--- src/rtl/hashed_key_ttl_cache_defines.svh ---
// assertion macros used by the cache controller
`ifndef HASHED_KEY_TTL_CACHE_DEFINES_SVH
`define HASHED_KEY_TTL_CACHE_DEFINES_SVH
`ifndef SYNTH
// checked property, quiet while reset is high
`define HKTC_ASSERT(label, clk, rst, prop) \
  label: assert property (@(posedge clk) disable iff (rst) prop) \
    else $error("hktc assertion failed");
// checked property, also active during reset
`define HKTC_ASSERT_ALWAYS(label, clk, prop) \
  label: assert property (@(posedge clk) prop) \
    else $error("hktc assertion failed");
`else
`define HKTC_ASSERT(label, clk, rst, prop)
`define HKTC_ASSERT_ALWAYS(label, clk, prop)
`endif
`endif

--- src/rtl/hktc_pkg.sv ---
package hktc_pkg;

  // field widths
  localparam int HASH_W  = 64;
  localparam int BYTE_W  = 8;
  localparam int WORD_W  = 32;
  localparam int OP_W    = 2;
  localparam int CFG_IDX_W = 8;

  // operation codes
  localparam logic [OP_W-1:0] OP_HASH   = 2'd0;
  localparam logic [OP_W-1:0] OP_LOOKUP = 2'd1;
  localparam logic [OP_W-1:0] OP_STORE  = 2'd2;

  // result kinds
  localparam logic RESULT_HASH   = 1'b0;
  localparam logic RESULT_LOOKUP = 1'b1;

  // configuration register indexes
  localparam logic [CFG_IDX_W-1:0] REG_CACHE_ENABLE = 8'd0;
  localparam logic [CFG_IDX_W-1:0] REG_TTL_SECONDS  = 8'd1;

  // reset values and fixed words
  localparam logic [HASH_W-1:0] FNV_BASIS   = 64'hcbf2_9ce4_8422_2325;
  localparam logic [WORD_W-1:0] MISS_SCORE  = 32'hBF80_0000;
  localparam logic [WORD_W-1:0] TTL_RESET   = 32'd3600;

  // bits consumed per cycle by the slot remainder unit
  localparam int MOD_BITS = 4;

  // one table entry
  typedef struct packed {
    logic              valid;
    logic [HASH_W-1:0] tag;
    logic [WORD_W-1:0] sigma;
    logic [WORD_W-1:0] stamp;
  } entry_t;

  // controller to datapath
  typedef struct packed {
    logic capture;
    logic mod_start;
    logic hash_step;
    logic mem_read;
    logic mem_write;
    logic check;
    logic clear_step;
  } cmd_t;

  // datapath to controller
  typedef struct packed {
    logic mod_done;
    logic clear_last;
  } status_t;

  // fnv-1a step: xor the byte, multiply by 2^40 + 0x1b3 modulo 2^64
  function automatic logic [HASH_W-1:0] fnv_step(input logic [HASH_W-1:0] h,
                                                 input logic [BYTE_W-1:0] b);
    logic [HASH_W-1:0] x;
    x = h ^ {{(HASH_W-BYTE_W){1'b0}}, b};
    return (x << 40) + (x << 8) + (x << 7) + (x << 5) + (x << 4) + (x << 1) + x;
  endfunction

endpackage

--- src/rtl/hktc_ctrl.sv ---
`include "hashed_key_ttl_cache_defines.svh"

module hktc_ctrl (
  input  logic                        clk,
  input  logic                        rst,
  input  logic                        start,
  input  logic [hktc_pkg::OP_W-1:0]   operation,
  output logic                        busy,
  output hktc_pkg::cmd_t              cmd,
  input  hktc_pkg::status_t           status
);

  typedef enum logic [5:0] {
    S_CLEAR    = 6'b000001,
    S_IDLE     = 6'b000010,
    S_HASH     = 6'b000100,
    S_LK_INDEX = 6'b001000,
    S_LK_READ  = 6'b010000,
    S_ST_INDEX = 6'b100000
  } state_t;

  state_t state;
  state_t state_next;
  logic   accept;

  assign busy   = (state != S_IDLE);
  assign accept = start && !busy;

  // next state and commands
  always_comb begin
    state_next = state;
    cmd        = '0;
    case (state)
      S_CLEAR: begin
        cmd.clear_step = 1'b1;
        if (status.clear_last) begin
          state_next = S_IDLE;
        end
      end
      S_IDLE: begin
        cmd.capture = accept;
        if (accept) begin
          case (operation)
            hktc_pkg::OP_HASH: begin
              state_next = S_HASH;
            end
            hktc_pkg::OP_LOOKUP: begin
              cmd.mod_start = 1'b1;
              state_next    = S_LK_INDEX;
            end
            hktc_pkg::OP_STORE: begin
              cmd.mod_start = 1'b1;
              state_next    = S_ST_INDEX;
            end
            default: ;
          endcase
        end
      end
      S_HASH: begin
        cmd.hash_step = 1'b1;
        state_next    = S_IDLE;
      end
      S_LK_INDEX: begin
        if (status.mod_done) begin
          cmd.mem_read = 1'b1;
          state_next   = S_LK_READ;
        end
      end
      S_LK_READ: begin
        cmd.check  = 1'b1;
        state_next = S_IDLE;
      end
      S_ST_INDEX: begin
        if (status.mod_done) begin
          cmd.mem_write = 1'b1;
          state_next    = S_IDLE;
        end
      end
      default: begin
        state_next = S_IDLE;
      end
    endcase
  end

  // state register
  always_ff @(posedge clk) begin
    if (rst) begin
      state <= S_CLEAR;
    end else begin
      state <= state_next;
    end
  end

  // the hit check always follows a table read
  `HKTC_ASSERT(a_check_after_read, clk, rst, (state == S_LK_READ) |-> $past(cmd.mem_read))
  // the clearing pass hands over to idle once the last entry is written
  `HKTC_ASSERT(a_clear_ends, clk, rst, ((state == S_CLEAR) && status.clear_last) |=> (state == S_IDLE))
  // an index state holds until the slot is ready
  `HKTC_ASSERT(a_index_waits, clk, rst, (((state == S_LK_INDEX) || (state == S_ST_INDEX)) && !status.mod_done) |=> (state == $past(state)))

endmodule

--- config.mk ---
export PLATFORM = sky130hd
export DESIGN_NAME = hktc_ctrl
export DESIGN_NICKNAME = d
export VERILOG_FILES = /design/src/rtl/hktc_pkg.sv /design/src/rtl/hktc_ctrl.sv
export VERILOG_INCLUDE_DIRS = /design/src /design/src/rtl
export SDC_FILE = /design/constraint.sdc
export NUM_CORES = 1
export LEC_CHECK = 0
export CAP_MARGIN = 10
export CORE_AREA = 2 2 39 41
export CTS_BUF_LIST = sky130_fd_sc_hd__clkbuf_16
export CTS_CLUSTER_SIZE = 24
export DETAILED_ROUTE_END_ITERATION = 16
export DIE_AREA = 0 0 41 43
export DONT_BUFFER_PORTS = 1
export PLACE_DENSITY_LB_ADDON = 0.15
export SETUP_SLACK_MARGIN = 0.2
export SLEW_MARGIN = 0
export SYNTH_ARGS = -nofsm -noshare
export SYNTH_HDL_FRONTEND = slang
export SYNTH_SLANG_ARGS = --single-unit
--- constraint.sdc ---
create_clock -name clk -period 2.69 [get_ports clk]
set_input_delay 0.6725 -clock clk [delete_from_list [all_inputs] [get_ports clk]]
set_output_delay 0.6725 -clock clk [all_outputs]
set_load 0.1 [all_outputs]
==> results of run 1 <==
-- layout by cell type (no fill, tap or decap), types with 2 or more instances in the layout --
cell       n
buf_4      6
nand2b_1   2
nor3b_4    3
inv_1      2
or3_1      2
or4_4      3
nand3b_1   3
mux2i_1    2
dfxtp_1    6
nor3_1     2
ha_1       3
clkbuf_16  3
-- where the power goes --
part / total (mW) / switching (mW) / internal, mW
registers: 0.105 / 0.00963 / 0.0953
logic: 0.119 / 0.0772 / 0.0417
clock network: 0.238 / 0.0478 / 0.191
total: 0.462 / 0.135 / 0.328
-- timing repair --
item,CTS,global route
pin swaps,0,2
endpoints found under the setup margin,2,4
cloned,0,0
gates resized for setup,1,3
buffers inserted,0,2
-- area by class of cell --
cell class              count  area (um2)
inverters                   3       15.01
clock buffers               3       75.07
fillers                   139       747.0
repair buffers              8       76.32
flip-flops and latches      6       120.1
well taps                  16       20.02
multi-input cells          34       330.3
-- cells by family after synthesis --
logic type	count (synthesis)
and+or+nand+nor	26
muxes	2
xor gates and xnor gates	1
DFF	6
AOI/OAI and AO/OA	2
adders and majority gates	3
buffers and inverters	4
-- metal layers --
metal | wire length, um | vias to the layer above | track usage [%]
li1 | - | 181 | -
met1 | 327 | 161 | 14.24
met2 | 432 | 13 | 17.50
met3 | 78 | 3 | 7.330
met4 | 24 | 0 | 10.00
met5 | 0 | - | 0
-- per-stage QoR --
step           std cells  instance area [um2]  total power [mW]  worst slack, ns
6_report              70                636.9            0.4622           0.2200
5_1_grt               70                636.9            0.4827           0.1663
4_1_cts               68                610.6            0.4607           0.1979
3_5_place_dp          65                531.8            0.2166           0.3430
3_3_place_gp          65                531.8            0.2152           0.3445
2_1_floorplan         44                465.4            0.2080           0.1679
-- worst min path at each step --
stage | start | end | slack, ns | depth (start not counted)
6_report | rst | state[4] | 0.51 | 1
3_3_place_gp | state[5] | state[5] | 0.55 | 2
3_5_place_dp | state[5] | state[5] | 0.56 | 2
5_1_grt | rst | state[4] | 0.52 | 1
2_1_floorplan | state[5] | state[5] | 0.51 | 2
4_1_cts | rst | state[4] | 0.51 | 1
-- worst max-delay path: cells and delay by family, from the launching register on --
family / cells / cell delay (ns)
and+or+nand+nor: 2 / 0.77
DFF: 1 / 0.34
buffers and inverters: 1 / 0.45
==> results_dict.tcl, run 1 <==
set metrics [dict create \
    synth.distinct_cells 25 \
    totalWireLength_um 862 \
    synth_xor_area_share_pct 2.065 \
    cts_root_buf "clkbuf_16" \
    synth_edf_count 0 \
    ir_drop_mv 0.3276 \
    cp_data_required_time_ns 2.02 \
    global_route.usage.total_pct 12.98 \
    areaGrowthSynthToFinish_pct 50.15 \
    gp_congestion 0.6772 \
    synth_area_per_cell_um2 9.640 \
    synth_nets 54 \
    htree_levels 1 \
    crit_chain "or4_4 -> nor2_4 -> clkinvlp_4" \
    grt_start_max_net_pins 10 \
    syn-cell-area_um2 424.2 \
    gr-total-overflow 0 \
    num_rows 14 \
    yosysTopAreaCell "dfxtp_1" \
    arrival_ns 1.80 \
    ys_async_sr_fraction_pct 0 \
    reg2reg_slack_ns 0.60 \
    endpoint "busy" \
    largest_reg_flops 6 \
    max_cap_violations 0 \
    relSlewSlack_pct 65.92 \
    wl_per_cell_um 12.31 \
    reg2reg_depth 4 \
    hold_viol 0 \
    ys.flop_type "dfxtp_1" \
    die_x_um 41 \
    critPathLaunch "state[4]" \
    static-leakage-power_nw 0.2465 \
    cpMaxStageDelayCell "or4_4" \
    nNetsFinal 66 \
    r2r-start "state[4]" \
    tritoncts "yes" \
    tightest_slew_ns 0.5101 \
    power_density_nw_per_um2 725.8 \
    ys_seq_area_share_pct 28.32 \
    initial_core_util_pct 30.65 \
    cts_hold_buf 0 \
    fmax_mhz 404.9 \
    fin_crit_sh_pct 91.82 \
    synth_top_area_share_pct 28.32 \
    skew_ns 0.001257 \
    vias 358 \
    core_um2 1384 \
    grt_first_pass_wirelength_um 1435 \
    first_pass_iters 4 \
    tns_ns 0 \
    rsz0062_at_grt "true" \
    yosysMostFrequentCell "dfxtp_1" \
    cts_inserted_buffers 3 \
    yosys.area_share.simple_pct 46.90 \
    synth_area_leaders "dfxtp_1 (28%), ha_1 (8.8%), nor3b_1 (7.1%)" \
    ys.warnings.count 0 \
    synthAdderAreaFrac_pct 8.850 \
    clock-sinks 6 \
    grt_antenna_before_repair 0 \
    drcViolationCount 0 \
    portBuffers 0 \
    die_h_um 43 \
    synthMuxAreaShare_pct 4.720 \
    finalCriticalPeriod_ns 2.470 \
    viasPerCell 5.114 \
    num_antenna_cells 0 \
    hp-class "in -> reg" \
    largestRegisters "state (6)" \
    cp_max_fo 4 \
    critPathLaunchType "flip-flop" \
    status "completed" \
    dieArea_um2 1763 \
    drtAntennaViolNets 0 \
    grt_pass1_vias 343 \
    synth.top_cells.by_count "dfxtp_1 (6), nor3b_1 (4), ha_1 (3), inv_1 (3), nand3b_1 (3)" \
    synth_compound_area_share_pct 3.835 \
    fin_util_pct 46.02 \
    slew_viol_final 0 \
    synth_seq_cells 6 \
    cp-end-kind "output port" \
    ioPinCount 15 \
    setup_viol 0 \
    synth_top_family_by_area "simple AND/OR/NAND/NOR gates" \
    drt-initial-drc-count 8 \
    drive_gt1_share_pct 44.44 \
    postSynthCellCount 44 \
    regMostFlops "state" \
    clk_pin_slew_ns 0.03 \
    clk_latency_ns 0.23 \
    dp_hpwl_um 660.4 \
    finalHoldWorstSlack_ns 0.5134 \
    cpPeakStageDelay_ns 0.61 \
    critical_path_class "reg -> out" \
    r2r_end "state[1]" \
    ctsLongestPathBuffers 2 \
]
(Power assumes the default switching activity.)
==> run 2, diff against run 1 <==
CTS_BUF_LIST = sky130_fd_sc_hd__clkbuf_8   (was sky130_fd_sc_hd__clkbuf_16)
clock period = 2.4 ns   (was 2.69 ns; I/O delays follow)
==> run 2 against run 1 <==
- sequential cell count stayed put
- combinational power is 65% higher
- via count is 19% higher
- setup slack worse by 0.11 ns
- clock power is 36% lower
- non-clock buffer count is 13 higher
- clock skew hardly changed
- first-iteration DRC count is 25% lower
- cell area is 22% higher
- core utilization is 10 points higher
- critical endpoint is now cmd[5]
- largest power group is now combinational logic
==> results_dict.tcl, run 2 (same netlist as run 1, synthesis figures left out) <==
set metrics [dict create \
    status "completed" \
    use_met2_pct 27.19 \
    power_density_nw_per_um2 594.4 \
    hp-class "in -> reg" \
    fin_crit_sh_pct 95.42 \
    portBuffers 0 \
    top_usage_layer "met2" \
    placed_area_um2 600.6 \
    endpoint "cmd[5]" \
    slew_viol_final 0 \
    vias 425 \
    global_route.usage.total_pct 14.79 \
    viasPerCell 5.120 \
    die_x_um 41 \
    post-place-ws_ns 0.1754 \
    reg2reg_depth 10 \
    cellInternalPower_mw 0.3062 \
    clk_pin_slew_ns 0.04 \
    cp_data_required_time_ns 1.80 \
    finalCriticalPeriod_ns 2.290 \
    die_h_um 43 \
    use_met1_pct 14.24 \
    dieArea_um2 1763 \
    pwr-share-clk_pct 33.0 \
    largest_reg_flops 6 \
    cts_inserted_buffers 3 \
    finalHoldWorstSlack_ns 0.4360 \
    drt-initial-drc-count 6 \
    grt_first_pass_wirelength_um 1780 \
    hold_viol 0 \
    drcViolationCount 0 \
    final_cell_mix "buf_4 (14), buf_12 (5), nor3b_4 (4)" \
    crit_chain "or4_4 -> nor2_4 -> and3_4" \
    p_sw_share_pct 33.71 \
    htree_levels 1 \
    tritoncts "yes" \
    dp_cells 66 \
    gp_congestion 0.6804 \
    gr-total-overflow 0 \
    static-leakage-power_nw 0.3178 \
    wl_per_cell_um 12.88 \
    cpMaxStageDelayCell "or4_4" \
    r2r_end "state[3]" \
    ioPinCount 15 \
    largestRegisters "state (6)" \
    use_met3_pct 6.806 \
    grt_start_max_net_pins 10 \
    netSwitchingPower_mw 0.1557 \
    max_cap_violations 0 \
    pwr-share-comb_pct 42.4 \
    core_um2 1384 \
    critical_path_class "reg -> out" \
    cp_max_fo 5 \
    fin_area_um2 777.0 \
    ctsLongestPathBuffers 2 \
    tightest_slew_ns 0.2984 \
    grt_antenna_before_repair 0 \
    critPathTopFamily "simple AND/OR/NAND/NOR gates" \
    nNetsFinal 79 \
    arrival_ns 1.69 \
    totalWireLength_um 1069 \
    clock-sinks 6 \
    critPathLaunchType "flip-flop" \
    skew_ns 0.001562 \
    reg2reg_slack_ns 0.52 \
    worst_slack_ns 0.1099 \
    first_pass_iters 4 \
    drtAntennaViolNets 0 \
    cts_hold_buf 0 \
    drive_gt1_share_pct 62.69 \
    instances_no_fill 83 \
    areaGrowthSynthToFinish_pct 83.19 \
    grt_pass1_vias 447 \
    critPathBufInv 0 \
    fmax_mhz 436.7 \
    p_seq_share_pct 24.5 \
    initial_core_util_pct 30.65 \
    cp-end-kind "output port" \
    cpPeakStageDelay_ns 0.59 \
    tns_ns 0 \
    critPathLaunch "state[3]" \
    final_common_cell "buf_4" \
    rsz0062_at_grt "true" \
    setup_viol 0 \
    path_depth 3 \
    regMostFlops "state" \
    num_antenna_cells 0 \
    ir_drop_mv 0.3141 \
    clk_latency_ns 0.22 \
    num_rows 14 \
    dp_hpwl_um 703.7 \
    relSlewSlack_pct 80.08 \
    cts_root_buf "clkbuf_8" \
    r2r-start "state[3]" \
]
==> run 2: cell types whose count changed in the layout (fill, tap and decap cells not counted), sizes merged <==
cell,delta
buf,+13
clkinvlp,-1
inv,+1
==> run 2: area by class of cell <==
class | count | area [um2]
fill | 127 | 606.8
clock buffer | 3 | 41.29
inverter | 3 | 11.26
multi-input combinational | 34 | 349.1
tap | 16 | 20.02
timing repair buffer | 21 | 227.7
sequential | 6 | 127.6
==> run 2: worst min path at each step <==
stage          cells past startpoint  startpoint       end
3_5_place_dp                       2    state[5]  state[5]
5_1_grt                            1         rst  state[4]
6_report                           1         rst  state[4]
4_1_cts                            1         rst  state[4]
2_1_floorplan                      2    state[5]  state[5]
3_3_place_gp                       2    state[5]  state[5]
==> run 2: per-layer routing <==
metal  share of wire [%]  vias up
li1                    -      207
met1                  36      205
met2                  58       13
met3                 6.1        0
met4                   0        0
met5                   0        -
==> run 2: power groups by stage <==
stage / combinational (mW) / sequential (mW) / clock, mW
after detailed placement: 0.153 / 0.114 / 0
after global routing: 0.206 / 0.114 / 0.166
after global placement: 0.152 / 0.113 / 0
after CTS: 0.195 / 0.113 / 0.156
after floorplan: 0.118 / 0.117 / 0
final: 0.196 / 0.113 / 0.153
==> run 2: metrics by stage <==
step	util, %	total power, mW
global route	56.15	0.4859
detailed placement	43.40	0.2664
finish	56.15	0.4619
global placement	43.40	0.2656
CTS	55.61	0.4634
floorplan	-	0.2353
==> run 2: what timing repair did <==
item | in CTS | in global routing
gates resized for setup | 8 | 2
setup endpoints to repair | 7 | 7
cloned | 0 | 0
pin swaps | 6 | 3
setup buffers | 14 | 0
==> run 3, diff against run 2 <==
ABC_AREA = 1   (was unset)
==> run 3 against run 2 <==
- via count rose by 11%
- combinational power rose by 60%
- first-iteration DRC count is 33% higher
- largest power group unchanged
==> results_dict.tcl, run 3 <==
set metrics [dict create \
    critPathLaunchType "flip-flop" \
    critical_path_class "reg -> out" \
    r2r-start "state[0]" \
    first_pass_iters 4 \
    vias 473 \
    netSwitchingPower_mw 0.2949 \
    power_density_nw_per_um2 847.5 \
    synth_seq_cells 6 \
    grt_start_max_net_pins 7 \
    reg2reg_slack_ns 1.07 \
    status "completed" \
    relSlewSlack_pct 81.96 \
    reg2reg_depth 9 \
    tightest_slew_ns 0.2702 \
    die_h_um 43 \
    regMostFlops "state" \
    hold_viol 0 \
    finalHoldWorstSlack_ns 0.4371 \
    cp_max_fo 5 \
    initial_core_util_pct 36.89 \
    clk_pin_slew_ns 0.04 \
    gp_congestion 0.6856 \
    ys.flop_type "dfxtp_1" \
    portBuffers 0 \
    static-leakage-power_nw 0.3561 \
    finalCriticalPeriod_ns 2.002 \
    p_seq_share_pct 23.8 \
    cts_hold_buf 0 \
    drive_gt1_share_pct 42.35 \
    hp-class "in -> reg" \
    instances_no_fill 101 \
    rsz0062_at_grt "false" \
    drcViolationCount 0 \
    htree_levels 1 \
    postSynthCellCount 74 \
    gr-total-overflow 0 \
    synth.top_cells.by_count "inv_1 (12), nand2_1 (11), nor2_1 (9), dfxtp_1 (6), nand4_1 (5)" \
    synth_top_area_share_pct 23.53 \
    r2r_end "state[5]" \
    cp-end-kind "output port" \
    fin_crit_sh_pct 83.42 \
    syn-cell-area_um2 510.5 \
    viasPerCell 4.683 \
    worst_slack_ns 0.3979 \
    dp_hpwl_um 853.9 \
    final_common_cell "inv_1" \
    skew_ns 0.003237 \
    pwr-share-clk_pct 24.6 \
    arrival_ns 1.40 \
    ys_async_sr_fraction_pct 0 \
    dp_cells 98 \
    die_x_um 41 \
    synth_area_per_cell_um2 6.899 \
    p_sw_share_pct 48.71 \
    core_um2 1384 \
    p_total_mw 0.6055 \
    worstHoldEndpoint "state[1]" \
    ys.warnings.count 0 \
    totalWireLength_um 984 \
    max_cap_violations 0 \
    synth_edf_count 0 \
    largestRegisters "state (6)" \
    dieArea_um2 1763 \
    largest_reg_flops 6 \
    cellInternalPower_mw 0.3105 \
    num_rows 14 \
    cts_root_buf "clkbuf_8" \
    critPathLaunch "state[1]" \
    ctsLongestPathBuffers 2 \
    cts_inserted_buffers 3 \
    grt_pass1_vias 409 \
    num_antenna_cells 0 \
    hp-start "rst" \
    tritoncts "yes" \
    grt_antenna_before_repair 0 \
    drtAntennaViolNets 0 \
    fmax_mhz 499.5 \
    nNetsFinal 97 \
    ir_drop_mv 0.4138 \
    slew_viol_final 0 \
    areaGrowthSynthToFinish_pct 39.95 \
    synth_area_leaders "dfxtp_1 (24%), inv_1 (8.8%), nand2_1 (8.1%)" \
    clk_latency_ns 0.22 \
    setup_viol 0 \
    wl_per_cell_um 9.743 \
    fill_cells 151 \
    whs_path_depth 1 \
    yosysTopAreaCell "dfxtp_1" \
    grt_first_pass_wirelength_um 1538 \
    ys_seq_area_share_pct 23.53 \
    post-place-ws_ns 0.4249 \
    clock-sinks 6 \
    ioPinCount 15 \
    final_cell_mix "inv_1 (12), nand2_1 (11), nor2_2 (6), buf_4 (6)" \
    synth.distinct_cells 18 \
    drt-initial-drc-count 8 \
    synth_nets 84 \
    cp_data_required_time_ns 1.80 \
    yosysMostFrequentCell "inv_1" \
    pwr-share-comb_pct 51.7 \
    global_route.usage.total_pct 14.39 \
]
-- run 3: what timing repair did --
| action | 4_1_cts | 5_1_grt |
|---|---|---|
| buffers inserted | 0 | 0 |
| resized for setup | 0 | 1 |
| endpoints found under the setup margin | 0 | 1 |
-- run 3: metrics by stage --
step / utilization [%] / setup TNS (ns) / area (um2)
4_1_cts: 51.54 / 0 / 713.2
3_5_place_dp: 48.55 / 0 / 671.9
3_3_place_gp: 48.55 / 0 / 671.9
5_1_grt: 51.63 / 0 / 714.4
6_report: 51.63 / 0 / 714.4
2_1_floorplan: - / -0.3475 / 555.5
-- run 3: how the worst max path moves through the flow --
stage	to	cells after the start
4_1_cts	cmd[5]	5
6_report	cmd[5]	5
2_1_floorplan	cmd[2]	2
5_1_grt	cmd[5]	5
3_3_place_gp	cmd[5]	5
3_5_place_dp	cmd[5]	5
-- run 3: metal layers --
metal / wire [um] / track usage, % / share of wire, %
met5: 0 / 0 / 0
met4: 25 / 10.00 / 2.5
met3: 78 / 9.948 / 7.9
met2: 455 / 21.56 / 46
met1: 426 / 12.94 / 43
-- run 3: worst max-delay path: stages, from the launching register on --
cell and delay, ns:
dfxtp_2 0.42, inv_2 0.06, nor2_4 0.13, nand3_4 0.13, nor3_4 0.24, buf_12 0.20
-- run 3: area by class of cell --
class / count / area (um2) / area share (%)
Multi-Input combinational cell: 50 / 379.1 / 53.06
Clock buffer: 3 / 41.29 / 5.779
Tap cell: 16 / 20.02 / 2.802
Sequential cell: 6 / 121.4 / 16.99
Inverter: 18 / 67.56 / 9.457
Timing Repair Buffer: 8 / 85.08 / 11.91
-- run 3: power by group through the flow --
| stage | Combinational (mW) | Sequential [mW] | Clock, mW |
|---|---|---|---|
| 3_3_place_gp | 0.313 | 0.143 | 0 |
| 4_1_cts | 0.317 | 0.143 | 0.152 |
| 5_1_grt | 0.340 | 0.146 | 0.160 |
| 2_1_floorplan | 0.264 | 0.138 | 0 |
| 6_report | 0.313 | 0.144 | 0.149 |
| 3_5_place_dp | 0.316 | 0.145 | 0 |
-- run 3: kinds of logic (layout without fill, tap and decap cells) --
logic type	after synthesis	after routing	share of synthesized area [%]
fa+ha+maj	3	3	7.354
buf+inv	18	29	13.23
compound gates	2	2	2.206
simple gates	45	45	53.68
flops	6	6	23.53
